<file path="src/rtl/scne_pkg.sv">
`timescale 1ns / 1ps
`default_nettype none
package scne_pkg;

  localparam int unsigned CHAN_W     = 2;
  localparam int unsigned RAW_W      = 12;
  localparam int unsigned LEVEL_W    = 17;
  localparam int unsigned FRAC_W     = 16;
  localparam int unsigned EMA_W      = 20;
  localparam int unsigned QUO_W      = LEVEL_W;
  localparam int unsigned QCNT_W     = $clog2(QUO_W + 1);
  localparam int unsigned CFG_IDX_W  = 2;
  localparam int unsigned CFG_DATA_W = 1;

  localparam logic [LEVEL_W-1:0] LEVEL_ONE  = 17'h10000;
  localparam logic [LEVEL_W-1:0] LEVEL_HALF = 17'h08000;
  localparam logic [EMA_W-1:0]   EMA_BIAS   = 20'd5;
  localparam logic [EMA_W-1:0]   EMA_RECIP  = 20'hCCCCD;
  localparam int unsigned        EMA_SHIFT  = 23;

  localparam logic [CFG_IDX_W-1:0] CFG_IDX_FILTER = 2'd0;
  localparam logic [CFG_IDX_W-1:0] CFG_IDX_CAL    = 2'd1;

  typedef enum logic [1:0] {
    ACT_SAMPLE       = 2'd0,
    ACT_TRACK_START  = 2'd1,
    ACT_TRACK_SAMPLE = 2'd2,
    ACT_COMMIT       = 2'd3
  } action_t;

  typedef enum logic [2:0] {
    ST_IDLE,
    ST_NORM,
    ST_FILT,
    ST_EMA,
    ST_DONE
  } state_t;

  typedef struct packed {
    action_t           action;
    logic [CHAN_W-1:0] channel;
    logic [RAW_W-1:0]  raw_sample;
  } in_req_t;

  typedef struct packed {
    logic [CHAN_W-1:0]  out_channel;
    logic [RAW_W-1:0]   out_raw;
    logic [LEVEL_W-1:0] level;
  } out_res_t;

  typedef struct packed {
    logic busy;
    logic done;
  } div_stat_t;

endpackage
`default_nettype wire

</file>
<file path="src/rtl/scne_div.sv">
`timescale 1ns / 1ps
`default_nettype none
module scne_div
  import scne_pkg::*;
#(
  parameter int unsigned SAMPLE_BITS = 12
) (
  input  wire logic                        clk,
  input  wire logic                        rst_n,
  input  wire logic                        start,
  input  wire logic [SAMPLE_BITS+FRAC_W-1:0] num,
  input  wire logic [SAMPLE_BITS-1:0]      den,
  output div_stat_t                        stat,
  output logic      [QUO_W-1:0]            quot
);

  localparam int unsigned SW    = SAMPLE_BITS;
  localparam int unsigned NUM_W = SW + FRAC_W;

  logic [SW-1:0]     rem_r, rem_nxt;
  logic [SW-1:0]     den_r, den_nxt;
  logic [QUO_W-1:0]  low_r, low_nxt;
  logic [QCNT_W-1:0] cnt_r, cnt_nxt;
  logic              busy_r, busy_nxt;
  logic              done_r, done_nxt;
  logic [SW:0]       trial;
  logic              ge;

  always_comb begin
    trial    = {rem_r, low_r[QUO_W-1]};
    ge       = (trial >= {1'b0, den_r});
    rem_nxt  = rem_r;
    den_nxt  = den_r;
    low_nxt  = low_r;
    cnt_nxt  = cnt_r;
    busy_nxt = busy_r;
    done_nxt = 1'b0;
    if (start) begin
      rem_nxt  = {1'b0, num[NUM_W-1:QUO_W]};
      low_nxt  = num[QUO_W-1:0];
      den_nxt  = den;
      cnt_nxt  = QCNT_W'(QUO_W);
      busy_nxt = 1'b1;
    end else if (busy_r) begin
      rem_nxt = ge ? SW'(trial - {1'b0, den_r}) : trial[SW-1:0];
      low_nxt = {low_r[QUO_W-2:0], ge};
      cnt_nxt = cnt_r - QCNT_W'(1);
      if (cnt_r == QCNT_W'(1)) begin
        busy_nxt = 1'b0;
        done_nxt = 1'b1;
      end
    end
  end

  always_ff @(posedge clk) begin
    if (!rst_n) begin
      busy_r <= 1'b0;
      done_r <= 1'b0;
      cnt_r  <= '0;
    end else begin
      busy_r <= busy_nxt;
      done_r <= done_nxt;
      cnt_r  <= cnt_nxt;
    end
    rem_r <= rem_nxt;
    den_r <= den_nxt;
    low_r <= low_nxt;
  end

  assign stat.busy = busy_r;
  assign stat.done = done_r;
  assign quot      = low_r;

endmodule
`default_nettype wire

</file>
<file path="src/rtl/sensor_calibrate_normalize_ema_core.sv">
`timescale 1ns / 1ps
`default_nettype none
// Channel   Ports                                   Handshake
// request   in_valid, in_ready, in_data             valid/ready
// result    out_valid, out_ready, out_data          valid/ready
// config    cfg_we, cfg_index, cfg_data             write on cfg_we
//
// A sample needing division runs the 17 steps of the shared radix-2 divider, then the
// filter state and, with filtering on, the EMA state. Samples at a clamped level, or at
// half scale for an empty range, skip the division. Calibration requests leave the core
// idle and ready. Reset is synchronous and sets the control state and tables, not the datapath.
// A finished result waits in the output register; the next request is taken once it loads.
module sensor_calibrate_normalize_ema_core
  import scne_pkg::*;
#(
  parameter int unsigned CHANNEL_COUNT = 4,
  parameter int unsigned SAMPLE_BITS   = 12
) (
  input  wire logic                  clk,
  input  wire logic                  rst_n,
  input  wire logic                  in_valid,
  output logic                       in_ready,
  input  wire in_req_t               in_data,
  output logic                       out_valid,
  input  wire logic                  out_ready,
  output out_res_t                   out_data,
  input  wire logic                  cfg_we,
  input  wire logic [CFG_IDX_W-1:0]  cfg_index,
  input  wire logic [CFG_DATA_W-1:0] cfg_data
);

  localparam int unsigned SW       = SAMPLE_BITS;
  localparam int unsigned NUM_W    = SW + FRAC_W;
  localparam int unsigned CH_W     = (CHANNEL_COUNT > 1) ? $clog2(CHANNEL_COUNT) : 1;
  localparam int unsigned FS_INT   = (1 << SAMPLE_BITS) - 1;
  localparam logic [SW-1:0] FULL_SCALE = SW'(FS_INT);

  state_t state_r, state_nxt;

  logic               filt_en_r, filt_en_nxt;
  logic               cal_en_r, cal_en_nxt;
  logic               cal_done_r, cal_done_nxt;
  logic [LEVEL_W-1:0] smooth_r   [CHANNEL_COUNT];
  logic [LEVEL_W-1:0] smooth_nxt [CHANNEL_COUNT];
  logic [SW-1:0]      range_lo_r [CHANNEL_COUNT];
  logic [SW-1:0]      range_lo_nxt [CHANNEL_COUNT];
  logic [SW-1:0]      range_hi_r [CHANNEL_COUNT];
  logic [SW-1:0]      range_hi_nxt [CHANNEL_COUNT];
  logic [SW-1:0]      trk_lo_r   [CHANNEL_COUNT];
  logic [SW-1:0]      trk_lo_nxt [CHANNEL_COUNT];
  logic [SW-1:0]      trk_hi_r   [CHANNEL_COUNT];
  logic [SW-1:0]      trk_hi_nxt [CHANNEL_COUNT];

  logic [CHAN_W-1:0]  chan_r, chan_nxt;
  logic [CH_W-1:0]    idx_r, idx_nxt;
  logic [RAW_W-1:0]   raw_r, raw_nxt;
  logic [LEVEL_W-1:0] level_r, level_nxt;
  logic [EMA_W-1:0]   ema_r, ema_nxt;
  logic               out_valid_r, out_valid_nxt;
  out_res_t           out_data_r, out_data_nxt;

  logic               in_fire;
  logic [CH_W-1:0]    ch_in;
  logic               chan_ok;
  logic [SW-1:0]      raw_c;
  logic [SW-1:0]      rd_lo, rd_hi, span, diff;
  logic               use_cal;
  logic               need_div;
  logic [LEVEL_W-1:0] fix_lvl;
  logic [NUM_W-1:0]   norm_num;
  logic [SW-1:0]      norm_den;
  logic               go_sample;
  logic [EMA_W-1:0]   ema_sum;
  logic [2*EMA_W-1:0] ema_prod;
  logic [LEVEL_W-1:0] ema_lvl;
  logic               out_load;

  logic               div_start;
  logic [NUM_W-1:0]   div_num;
  logic [SW-1:0]      div_den;
  div_stat_t          div_stat;
  logic [QUO_W-1:0]   div_quot;

  scne_div #(
    .SAMPLE_BITS(SAMPLE_BITS)
  ) u_div (
    .clk  (clk),
    .rst_n(rst_n),
    .start(div_start),
    .num  (div_num),
    .den  (div_den),
    .stat (div_stat),
    .quot (div_quot)
  );

  assign in_fire   = in_valid && in_ready;
  assign ch_in     = CH_W'(in_data.channel);
  assign chan_ok   = (32'(in_data.channel) < CHANNEL_COUNT);
  assign raw_c     = (32'(in_data.raw_sample) > FS_INT) ? FULL_SCALE : SW'(in_data.raw_sample);
  assign rd_lo     = range_lo_r[ch_in];
  assign rd_hi     = range_hi_r[ch_in];
  assign use_cal   = cal_en_r && cal_done_r;
  assign go_sample = in_fire && (in_data.action == ACT_SAMPLE) && chan_ok;
  assign ema_sum   = (EMA_W'(level_r) << 1) + EMA_W'(level_r)
                   + (EMA_W'(smooth_r[idx_r]) << 3) - EMA_W'(smooth_r[idx_r]) + EMA_BIAS;
  assign ema_prod  = {{EMA_W{1'b0}}, ema_r} * {{EMA_W{1'b0}}, EMA_RECIP};
  assign ema_lvl   = ema_prod[EMA_SHIFT +: LEVEL_W];

  always_comb begin
    span     = rd_hi - rd_lo;
    diff     = raw_c - rd_lo;
    need_div = 1'b0;
    fix_lvl  = '0;
    norm_num = '0;
    norm_den = FULL_SCALE;
    priority if (!use_cal) begin
      need_div = 1'b1;
      norm_num = {raw_c, {FRAC_W{1'b0}}} + NUM_W'(FULL_SCALE >> 1);
    end else if (rd_hi <= rd_lo) begin
      fix_lvl = LEVEL_HALF;
    end else if (raw_c <= rd_lo) begin
      fix_lvl = '0;
    end else if (raw_c >= rd_hi) begin
      fix_lvl = LEVEL_ONE;
    end else begin
      need_div = 1'b1;
      norm_num = {diff, {FRAC_W{1'b0}}} + NUM_W'(span >> 1);
      norm_den = span;
    end
  end

  // next state
  always_comb begin
    state_nxt = state_r;
    unique case (state_r)
      ST_IDLE: if (go_sample) state_nxt = need_div ? ST_NORM : ST_FILT;
      ST_NORM: if (div_stat.done) state_nxt = ST_FILT;
      ST_FILT: state_nxt = filt_en_r ? ST_EMA : ST_DONE;
      ST_EMA:  state_nxt = ST_DONE;
      ST_DONE: if (!out_valid_r || out_ready) state_nxt = ST_IDLE;
      default: state_nxt = ST_IDLE;
    endcase
  end

  // sequencer outputs
  always_comb begin
    in_ready  = 1'b0;
    div_start = 1'b0;
    div_num   = norm_num;
    div_den   = norm_den;
    out_load  = 1'b0;
    unique case (state_r)
      ST_IDLE: begin
        in_ready  = 1'b1;
        div_start = go_sample && need_div;
      end
      ST_DONE: out_load = !out_valid_r || out_ready;
      default: ;
    endcase
  end

  // datapath and state tables
  always_comb begin
    filt_en_nxt   = filt_en_r;
    cal_en_nxt    = cal_en_r;
    cal_done_nxt  = cal_done_r;
    smooth_nxt    = smooth_r;
    range_lo_nxt  = range_lo_r;
    range_hi_nxt  = range_hi_r;
    trk_lo_nxt    = trk_lo_r;
    trk_hi_nxt    = trk_hi_r;
    chan_nxt      = chan_r;
    idx_nxt       = idx_r;
    raw_nxt       = raw_r;
    level_nxt     = level_r;
    ema_nxt       = ema_r;
    out_valid_nxt = out_valid_r;
    out_data_nxt  = out_data_r;

    if (cfg_we) begin
      unique case (cfg_index)
        CFG_IDX_FILTER: begin
          filt_en_nxt = cfg_data[0];
          if (!cfg_data[0]) begin
            for (int c = 0; c < CHANNEL_COUNT; c++) smooth_nxt[c] = '0;
          end
        end
        CFG_IDX_CAL: cal_en_nxt = cfg_data[0];
        default: ;
      endcase
    end

    if (in_fire) begin
      unique case (in_data.action)
        ACT_TRACK_START: begin
          for (int c = 0; c < CHANNEL_COUNT; c++) begin
            trk_lo_nxt[c] = FULL_SCALE;
            trk_hi_nxt[c] = '0;
          end
        end
        ACT_COMMIT: begin
          range_lo_nxt = trk_lo_r;
          range_hi_nxt = trk_hi_r;
          cal_done_nxt = 1'b1;
        end
        ACT_TRACK_SAMPLE: begin
          if (chan_ok) begin
            if (raw_c < trk_lo_r[ch_in]) trk_lo_nxt[ch_in] = raw_c;
            if (raw_c > trk_hi_r[ch_in]) trk_hi_nxt[ch_in] = raw_c;
          end
        end
        ACT_SAMPLE: begin
          if (chan_ok) begin
            chan_nxt  = in_data.channel;
            idx_nxt   = ch_in;
            raw_nxt   = in_data.raw_sample;
            level_nxt = fix_lvl;
          end
        end
        default: ;
      endcase
    end

    if ((state_r == ST_NORM) && div_stat.done) level_nxt = div_quot;
    if (state_r == ST_FILT) ema_nxt = ema_sum;
    if (state_r == ST_EMA) begin
      level_nxt         = ema_lvl;
      smooth_nxt[idx_r] = ema_lvl;
    end

    if (out_valid_r && out_ready) out_valid_nxt = 1'b0;
    if (out_load) begin
      out_valid_nxt            = 1'b1;
      out_data_nxt.out_channel = chan_r;
      out_data_nxt.out_raw     = raw_r;
      out_data_nxt.level       = level_r;
    end
  end

  always_ff @(posedge clk) begin
    if (!rst_n) begin
      state_r     <= ST_IDLE;
      filt_en_r   <= 1'b1;
      cal_en_r    <= 1'b1;
      cal_done_r  <= 1'b0;
      out_valid_r <= 1'b0;
      for (int c = 0; c < CHANNEL_COUNT; c++) begin
        smooth_r[c]   <= '0;
        range_lo_r[c] <= '0;
        range_hi_r[c] <= FULL_SCALE;
        trk_lo_r[c]   <= FULL_SCALE;
        trk_hi_r[c]   <= '0;
      end
    end else begin
      state_r     <= state_nxt;
      filt_en_r   <= filt_en_nxt;
      cal_en_r    <= cal_en_nxt;
      cal_done_r  <= cal_done_nxt;
      out_valid_r <= out_valid_nxt;
      smooth_r    <= smooth_nxt;
      range_lo_r  <= range_lo_nxt;
      range_hi_r  <= range_hi_nxt;
      trk_lo_r    <= trk_lo_nxt;
      trk_hi_r    <= trk_hi_nxt;
    end
    chan_r     <= chan_nxt;
    idx_r      <= idx_nxt;
    raw_r      <= raw_nxt;
    level_r    <= level_nxt;
    ema_r      <= ema_nxt;
    out_data_r <= out_data_nxt;
  end

  assign out_valid = out_valid_r;
  assign out_data  = out_data_r;

endmodule
`default_nettype wire

</file>
<file path="config.mk">
export PLATFORM = sky130hd
export DESIGN_NAME = sensor_calibrate_normalize_ema_core
export DESIGN_NICKNAME = d
export VERILOG_FILES = /design/src/rtl/scne_pkg.sv /design/src/rtl/scne_div.sv /design/src/rtl/sensor_calibrate_normalize_ema_core.sv
export SDC_FILE = /design/constraint.sdc
export NUM_CORES = 1
export LEC_CHECK = 0
export ABC_AREA = 0
export BUFFER_PORTS_ARGS = -buffer_cell sky130_fd_sc_hd__buf_2
export CAP_MARGIN = 10
export CORE_MARGIN = 3
export CORE_UTILIZATION = 45
export DETAILED_ROUTE_END_ITERATION = 12
export GPL_ROUTABILITY_DRIVEN = 0
export MAX_ROUTING_LAYER = met4
export SYNTH_ARGS = -nofsm -noshare
export SYNTH_HDL_FRONTEND = slang
export SYNTH_SLANG_ARGS = --single-unit
</file>
<file path="constraint.sdc">
create_clock -name clk -period 10.7 [get_ports clk]
set_input_delay 1.07 -clock clk [delete_from_list [all_inputs] [get_ports clk]]
set_output_delay 1.07 -clock clk [all_outputs]
set_load 0.02 [all_outputs]
</file>
==> summary.md, run 1 <==
| Metric | Value |
|---|---|
| Status | finished clean |
| FF-to-FF Start | ema_r[13]$_DFFE_PN_ |
| Setup Skew | 0.03352 ns |
| Netlist cell types | 76 |
| Antenna violations before repair | 0 |
| RSZ-0062 raised after global routing | no |
| Synthesized area | 27160 um^2 |
| CP Max Fanout | 6 |
| Most frequent cell after synthesis | inv_1 |
| Maximum number of pins on one net before global-route repair | between 200 and 250 |
| Area grow syn2layout | 9.107% |
| Hold Fails Final Rpt | 0 |
| Final period util | 0.6323 |
| Final Instance Area | 29640 um^2 |
| Worst Hold Launch | raw_r[4]$_DFFE_PP_ |
| Area contributors post-synth | dfxtp_1, ha_1, edfxtp_1 |
| TritonRoute pass-1 iters | 5 |
| Hold Crit Class | reg -> reg |
| Synth area leader | dfxtp_1 |
| P_leak | 0.01270 uW |
| PD cells | 139.7 nW/um^2 |
| Post-Layout Cell Count | 3498 |
| Initial Utilization | 0.4576 |
| Avg Cell Area, Syn | 10.12 um^2 |
| GRT Util Overall | 0.2415 |
| CTS root buf | clkbuf_16 |
| TNS Setup | 0 ns |
| R2r setup slk | 3.93 ns |
| CTS tree | built |
| CP endpoint kind | flip-flop |
| Peak supply drop | 0.0001260 V |
| Iter 0 DRT Violations | approximately 1700 |
| Post-detailed-routing wire length | 73390 um |
| # Max-Cap Violations | 0 |
| CP arrival | 7.24 ns |
| Area taken by flip-flops and latches | 9169 um^2 |
| Syn Nets | 3170 |
| FF+latch count, synth | 397 |
| Clock buffer depth | 3 |
| Dominant synthesized flop cell | dfxtp_1 |
| Fmax | 0.1478 GHz |
| Pre-CTS setup slack | 4.020 ns |
| Routed length per instance | 20.98 um |
| RR Endpoint | smooth_r[63]$_SDFF_PN0_ |
| Setup bufs post-CTS | 0 |
| Dpl cells | 3414 |
| Seq/Total Area, Yosys | 0.3376 |
| Slew headroom | 0.2521 |
| Total number of vias | ~20000 |
| Critical path type | reg -> reg |
| Pins Over Slew Limit | 0 |
| CTS Buf Count | 45 |
| Hold path endpoint | out_data[21]$_DFFE_PP_ |
| Worst-path clk slew | around 0.070 ns |
| I/O Pins | 57 |
| Cell count after synthesis | 2683 |
| Nets | around 3200 |
| Crit path required time | 11.17 ns |
| Core ar. | 59350 um^2 |
| Period minus WS final | 6.766 ns |
| Post-synthesis async set-or-reset flop share | 0 |
| Synth warn | 0 |
| PortBufs | 56 |
| Critical Path Start Type | flip-flop |
| N_diodes | 0 |
| Layout cells sized above 1 | 0.08771 |
| Worst-Margin Slew | 1.122 ns |
| H-Tree Depth | 2 |
| Synth top cells by count | inv_1, nand2_1, ha_1 |
| DP Wirelength | 54860 um |
| EDFF count, synth | 122 |
| # resized after CTS | 0 |
| Share of the synthesized area in the top cell type | 0.2027 |
| Die area | 63350 um^2 |
| Clk Latency, worst-skew pair | between 0.5 and 0.6 ns |
| Remaining antenna violation count | 0 |
| Hold path cells | 0 |
| # DRC | 0 |
| Vias per inst | 5.707 |
| Die Ht | 251.7 um |
| Gr ovfl total | 0 |
| R2R depth | 19 |
| Num Clock Sinks | 397 |
| Multi-input logic area | 16330 um^2 |
| Hold_buf cts | 0 |
| Setup WS post-layout | 3.934 ns |
| Cell Rows | 89 |
| Endpoints failing setup | 0 |
| Die Wd | 251.7 um |
| First-pass GRT wire length | 116100 um |
| Vias in the first global route | 20320 |
| FILL cells | 5391 |
| Placement Cell Area | 28140 um^2 |
-- layout make-up --
cell class	instances	area share
Multi-Input combinational cell	1843	0.5512
Sequential cell	397	0.3094
Clock buffer	66	0.04479
Inverter	325	0.04116
Tap cell	773	0.03264
Timing Repair Buffer	77	0.01549
Clock inverter	17	0.005362
-- report_power, final --
part | internal (uW) | leakage (uW) | switching [uW]
Clock | 893 | 0.000720 | 655
Sequential | 1600 | 0.00334 | 25.9
Combinational | 360 | 0.00864 | 604
-- registers in the layout, indices dropped and copies added (netlist names) --
| name | count |
|---|---|
| u_div.busy_r | 1 |
| trk_lo_r | 48 |
| level_r | 17 |
| range_hi_r | 48 |
| out_data | 31 |
| u_div.done_r | 1 |
| idx_r | 2 |
| smooth_r | 68 |
| u_div.quot | 17 |
| cal_done_r | 1 |
| cal_en_r | 1 |
| trk_hi_r | 48 |
| u_div.den_r | 12 |
| range_lo_r | 48 |
| out_valid | 1 |
| raw_r | 12 |
| ema_r | 20 |
| state_r | 3 |
| u_div.rem_r | 12 |
| u_div.cnt_r | 5 |
| filt_en_r | 1 |
-- metrics by stage --
stage	power, uW	hold slack, ns	util
floorplan	2334	0.4003	-
global placement	2604	0.4038	0.4741
detailed placement	2616	0.4054	0.4741
CTS	4169	0.4185	0.4991
global route	4347	0.4270	0.4993
finish	4139	0.4189	0.4993
-- layer usage --
metal	part of all wire	track usage	vias to the layer above
met1	0.45	0.3217	9857
met2	0.45	0.3748	591
met3	0.064	0.04639	128
li1	-	-	9386
met4	0.033	0.07476	0
met5	0	-	-
-- worst max path at each step --
stage / from / end / slack, ns
floorplan: ema_r[11]$_DFFE_PN_ / level_r[15]$_DFFE_PP_ / 4.64
global placement: ema_r[15]$_DFFE_PN_ / level_r[15]$_DFFE_PP_ / 4.14
detailed placement: ema_r[0]$_DFFE_PN_ / smooth_r[63]$_SDFF_PN0_ / 4.02
CTS: ema_r[0]$_DFFE_PN_ / smooth_r[63]$_SDFF_PN0_ / 4.00
global route: ema_r[0]$_DFFE_PN_ / level_r[5]$_DFFE_PP_ / 3.59
finish: ema_r[13]$_DFFE_PN_ / smooth_r[63]$_SDFF_PN0_ / 3.93
-- logic make-up (layout without fill, tap and decap cells) --
family | count (synthesis) | count (layout) | synth area share
buffers and inverters | 443 | 485 | 0.06209
muxes | 70 | 70 | 0.05583
adders and majority gates | 463 | 463 | 0.2583
xor gates and xnor gates | 76 | 76 | 0.02451
and+or+nand+nor | 698 | 698 | 0.1215
DFF | 397 | 397 | 0.3376
AOI/OAI and AO/OA | 536 | 536 | 0.1402
-- critical path, cell delays in order (launching register included) --
cell and delay (ns):
edfxtp_1 0.50, ha_1 0.51, ha_1 0.31, fa_1 0.49, fa_1 0.51, fa_1 0.53
fa_1 0.56, inv_1 0.06, fa_1 0.50, inv_1 0.05, ha_1 0.37, o21a_1 0.16
o21ai_0 0.10, a211o_1 0.29, nor3_1 0.44, o211ai_2 0.23, and4_1 0.20, nor3_1 0.48
o21ai_0 0.16, and2_1 0.19
-- layout by cell type (no fill, tap or decap), types with 56 or more instances in the layout --
cell      instances
mux4_2           65
o22a_1           56
dfxtp_1         275
o21ai_0          80
a21oi_1          98
ha_1            300
edfxtp_1        122
fa_1            163
a21boi_0         77
inv_1           324
nor2_1           66
nand2_1         305
nand3_1         126
Note: power is estimated with default switching activity, not from simulation.
==> run 2: changes to the inputs <==
==> constraint.sdc (replaced) <==
create_clock -name clk -period 5.67 [get_ports clk]
set_input_delay 0.567 -clock clk [delete_from_list [all_inputs] [get_ports clk]]
set_output_delay 0.567 -clock clk [all_outputs]
set_load 0.02 [all_outputs]
==> summary.md, run 2 (synthesis results as in run 1) <==
| Metric | Value |
|---|---|
| Bufs and invs on worst path | 6 (+4) |
| Most common cell after layout, fill and taps aside | inv_1 |
| Max reg flops | 68 (unchanged) |
| CTS Buf Count | 45 (unchanged) |
| FILL cells | 5178 (-4.0%) |
| FF-to-FF Start | ema_r[16]$_DFFE_PN_ |
| Worst-Margin Slew | 1.106 ns (-0.01591 ns) |
| Most frequent cells in the layout | inv_1, nand2_1, dfxtp_1 |
| Largest Register | smooth_r |
| I/O Pins | 57 (unchanged) |
| CTS root buf | clkbuf_16 |
| Core ar. | 59350 um^2 (unchanged) |
| Hold_buf cts | 0 (unchanged) |
| CP endpoint | smooth_r[67]$_SDFF_PN0_ |
| Endpoints failing setup | 85 (+85) |
| Post-Layout Cell Count | 3690 (+5.5%) |
| Pins Over Slew Limit | 0 (unchanged) |
| Worst Hold Launch | cfg_data |
| TNS Setup | -22.87 ns (-22.87 ns) |
| First-pass GRT wire length | 120700 um (+4.0%) |
| PortBufs | 56 (unchanged) |
| Die Ht | 251.7 um (unchanged) |
| RSZ-0062 raised after global routing | yes |
| Gr ovfl total | 0 (unchanged) |
| CP arrival | 6.59 ns (-0.65 ns) |
| Final period util | 1.076 (+0.4435) |
| Slowest CP cell | edfxtp_1 |
| Clock buffer depth | 3 (unchanged) |
| Initial Utilization | 0.4576 (unchanged) |
| Dpl cells | 3574 (+4.7%) |
| Die Wd | 251.7 um (unchanged) |
| Period minus WS final | 6.100 ns (-0.6658 ns) |
| Vias in the first global route | 21520 (+5.9%) |
| Setup WS post-layout | -0.4297 ns (-4.364 ns) |
| P_leak | 0.01380 uW (+8.7%) |
| Iter 0 DRT Violations | 1309 (-24%) |
| Num Clock Sinks | 397 (unchanged) |
| Most frequent CP cell | fa_1 |
| Slew headroom | 0.2627 (+0.01060) |
| R2R depth | 23 (+4) |
| CP endpoint kind | flip-flop |
| Remaining antenna violation count | 0 (unchanged) |
| Antenna violations before repair | 1 (+1) |
| Fmax | 0.1639 GHz (+11%) |
| DP Wirelength | 57520 um (+4.8%) |
| Die area | 63350 um^2 (unchanged) |
| Maximum number of pins on one net before global-route repair | 97 (-53%) |
| Crit-path leading delay family | adder cells |
| Total number of vias | 20840 (+4.4%) |
| Post-Route Utilization | 0.5442 (+0.04484) |
| Status | complete, but fails checks |
| Hold Fails Final Rpt | 0 (unchanged) |
| Crit path from | ema_r[16]$_DFFE_PN_ |
| Setup Skew | 0.03354 ns (+0.00001420 ns) |
| Critical path type | reg -> reg |
| Hold Crit Class | in -> reg |
| Peak supply drop | 0.0002417 V (+92%) |
| # DRC | 0 (unchanged) |
| CP max stage delay | 0.50 ns (-0.06 ns) |
| Vias per inst | 5.646 (-1.1%) |
| Worst path cell trace | ha_4 > fa_1 > ha_1 > inv_1 > fa_1 > inv_1 > fa_1 > fa_1 > inv_1 > fa_1 > inv_2 > ha_4 > o21a_1 > o21ai_1 > a211o_1 > o21ai_4 > o211ai_4 > buf_6 > a211oi_4 > o31a_1 > o21ai_1 > buf_4 > o2bb2ai_2 |
| Post-detailed-routing wire length | 76980 um (+4.9%) |
| CTS tree | built |
| Failing checks | negative setup slack |
| # Max-Cap Violations | 0 (unchanged) |
| Clk Latency, worst-skew pair | 0.60 ns (about the same) |
| Routed length per instance | 20.86 um (-0.57%) |
| GRT Util Overall | 0.2520 (+0.01055) |
| CP Depth | 23 (+4) |
| Area grow syn2layout | 18.90% |
| CP Max Fanout | 4 (-2) |
| PD cells | 263.6 nW/um^2 (+89%) |
| TritonRoute pass-1 iters | 5 (unchanged) |
| Crit path required time | 6.16 ns (-5.01 ns) |
| Layout cells sized above 1 | 0.2023 (+0.1146) |
| RR Endpoint | smooth_r[67]$_SDFF_PN0_ |
| Critical Path Start Type | flip-flop |
| Cell Rows | 89 (unchanged) |
| R2r setup slk | -0.43 ns (-4.36 ns) |
| Worst-path clk slew | 0.06 ns (about the same) |
| Nets | 3367 (+6.0%) |
| H-Tree Depth | 2 (unchanged) |
## run 2: how the worst min path moves through the flow
stage / end / depth (start not counted)
final: cal_en_r$_SDFFE_PN1P_ / 3
after global routing: raw_r[0]$_DFFE_PP_ / 1
after CTS: cal_en_r$_SDFFE_PN1P_ / 3
after detailed placement: out_data[24]$_DFFE_PP_ / 0
after global placement: out_data[26]$_DFFE_PP_ / 0
after floorplan: out_data[17]$_DFFE_PP_ / 0
## run 2: per-layer routing
metal / GRT usage / part of all wire / vias to the layer above / wire length [um]
met3: 0.04134 / 0.061 / 174 / 4685
met2: 0.4062 / 0.47 / 632 / 36570
met1: 0.3132 / 0.41 / 10250 / 31940
met4: 0.1139 / 0.049 / 0 / 3792
met5: - / 0 / - / 0
li1: - / - / 9782 / -
## run 2: what timing repair did
item,4_1_cts,5_1_grt
setup buffers,28,14
endpoints found under the setup margin,85,85
gates resized for setup,130,110
pin swaps,75,72
## run 2: cell type report
| cell class | instances | area (um^2) | area share |
|---|---|---|---|
| Antenna cell | 1 | 2.502 | 0.00007748 |
| Clock buffer | 64 | 1289 | 0.03990 |
| Inverter | 325 | 1220 | 0.03777 |
| Tap cell | 773 | 967.2 | 0.02995 |
| Clock inverter | 19 | 155.1 | 0.004804 |
| Multi-Input combinational cell | 1843 | 17510 | 0.5422 |
| Sequential cell | 397 | 9169 | 0.2839 |
| Timing Repair Buffer | 268 | 1983 | 0.06140 |
## run 2: tightest hold or removal path: cells and delay by family
kind | cells | cell delay (ns)
multiplexers | 1 | 0.05
buffers and inverters | 1 | 0.09
AND/OR/NAND/NOR | 1 | 0.05
## run 2: report_power, final
part,internal [uW],leakage [uW],total [uW],switching [uW]
Combinational,1140,0.00975,2590,1450
Clock,1600,0.000708,2850,1250
Sequential,3020,0.00334,3070,48.8
Total,5770,0.0138,8510,2750
## run 2: through the flow
| stage | setup WS (ns) | power [uW] | hold slack (ns) | instance area [um^2] |
|---|---|---|---|---|
| 3_3_place_gp | -0.5071 | 5282 | 0.4084 | 29720 |
| 4_1_cts | -0.4079 | 8365 | 0.1694 | 31760 |
| 5_1_grt | -0.6367 | 8929 | 0.2191 | 32300 |
| 6_report | -0.4297 | 8515 | 0.1964 | 32300 |
| 2_1_floorplan | -0.09995 | 4485 | 0.4003 | 27550 |
| 3_5_place_dp | -0.5195 | 5311 | 0.4054 | 29720 |
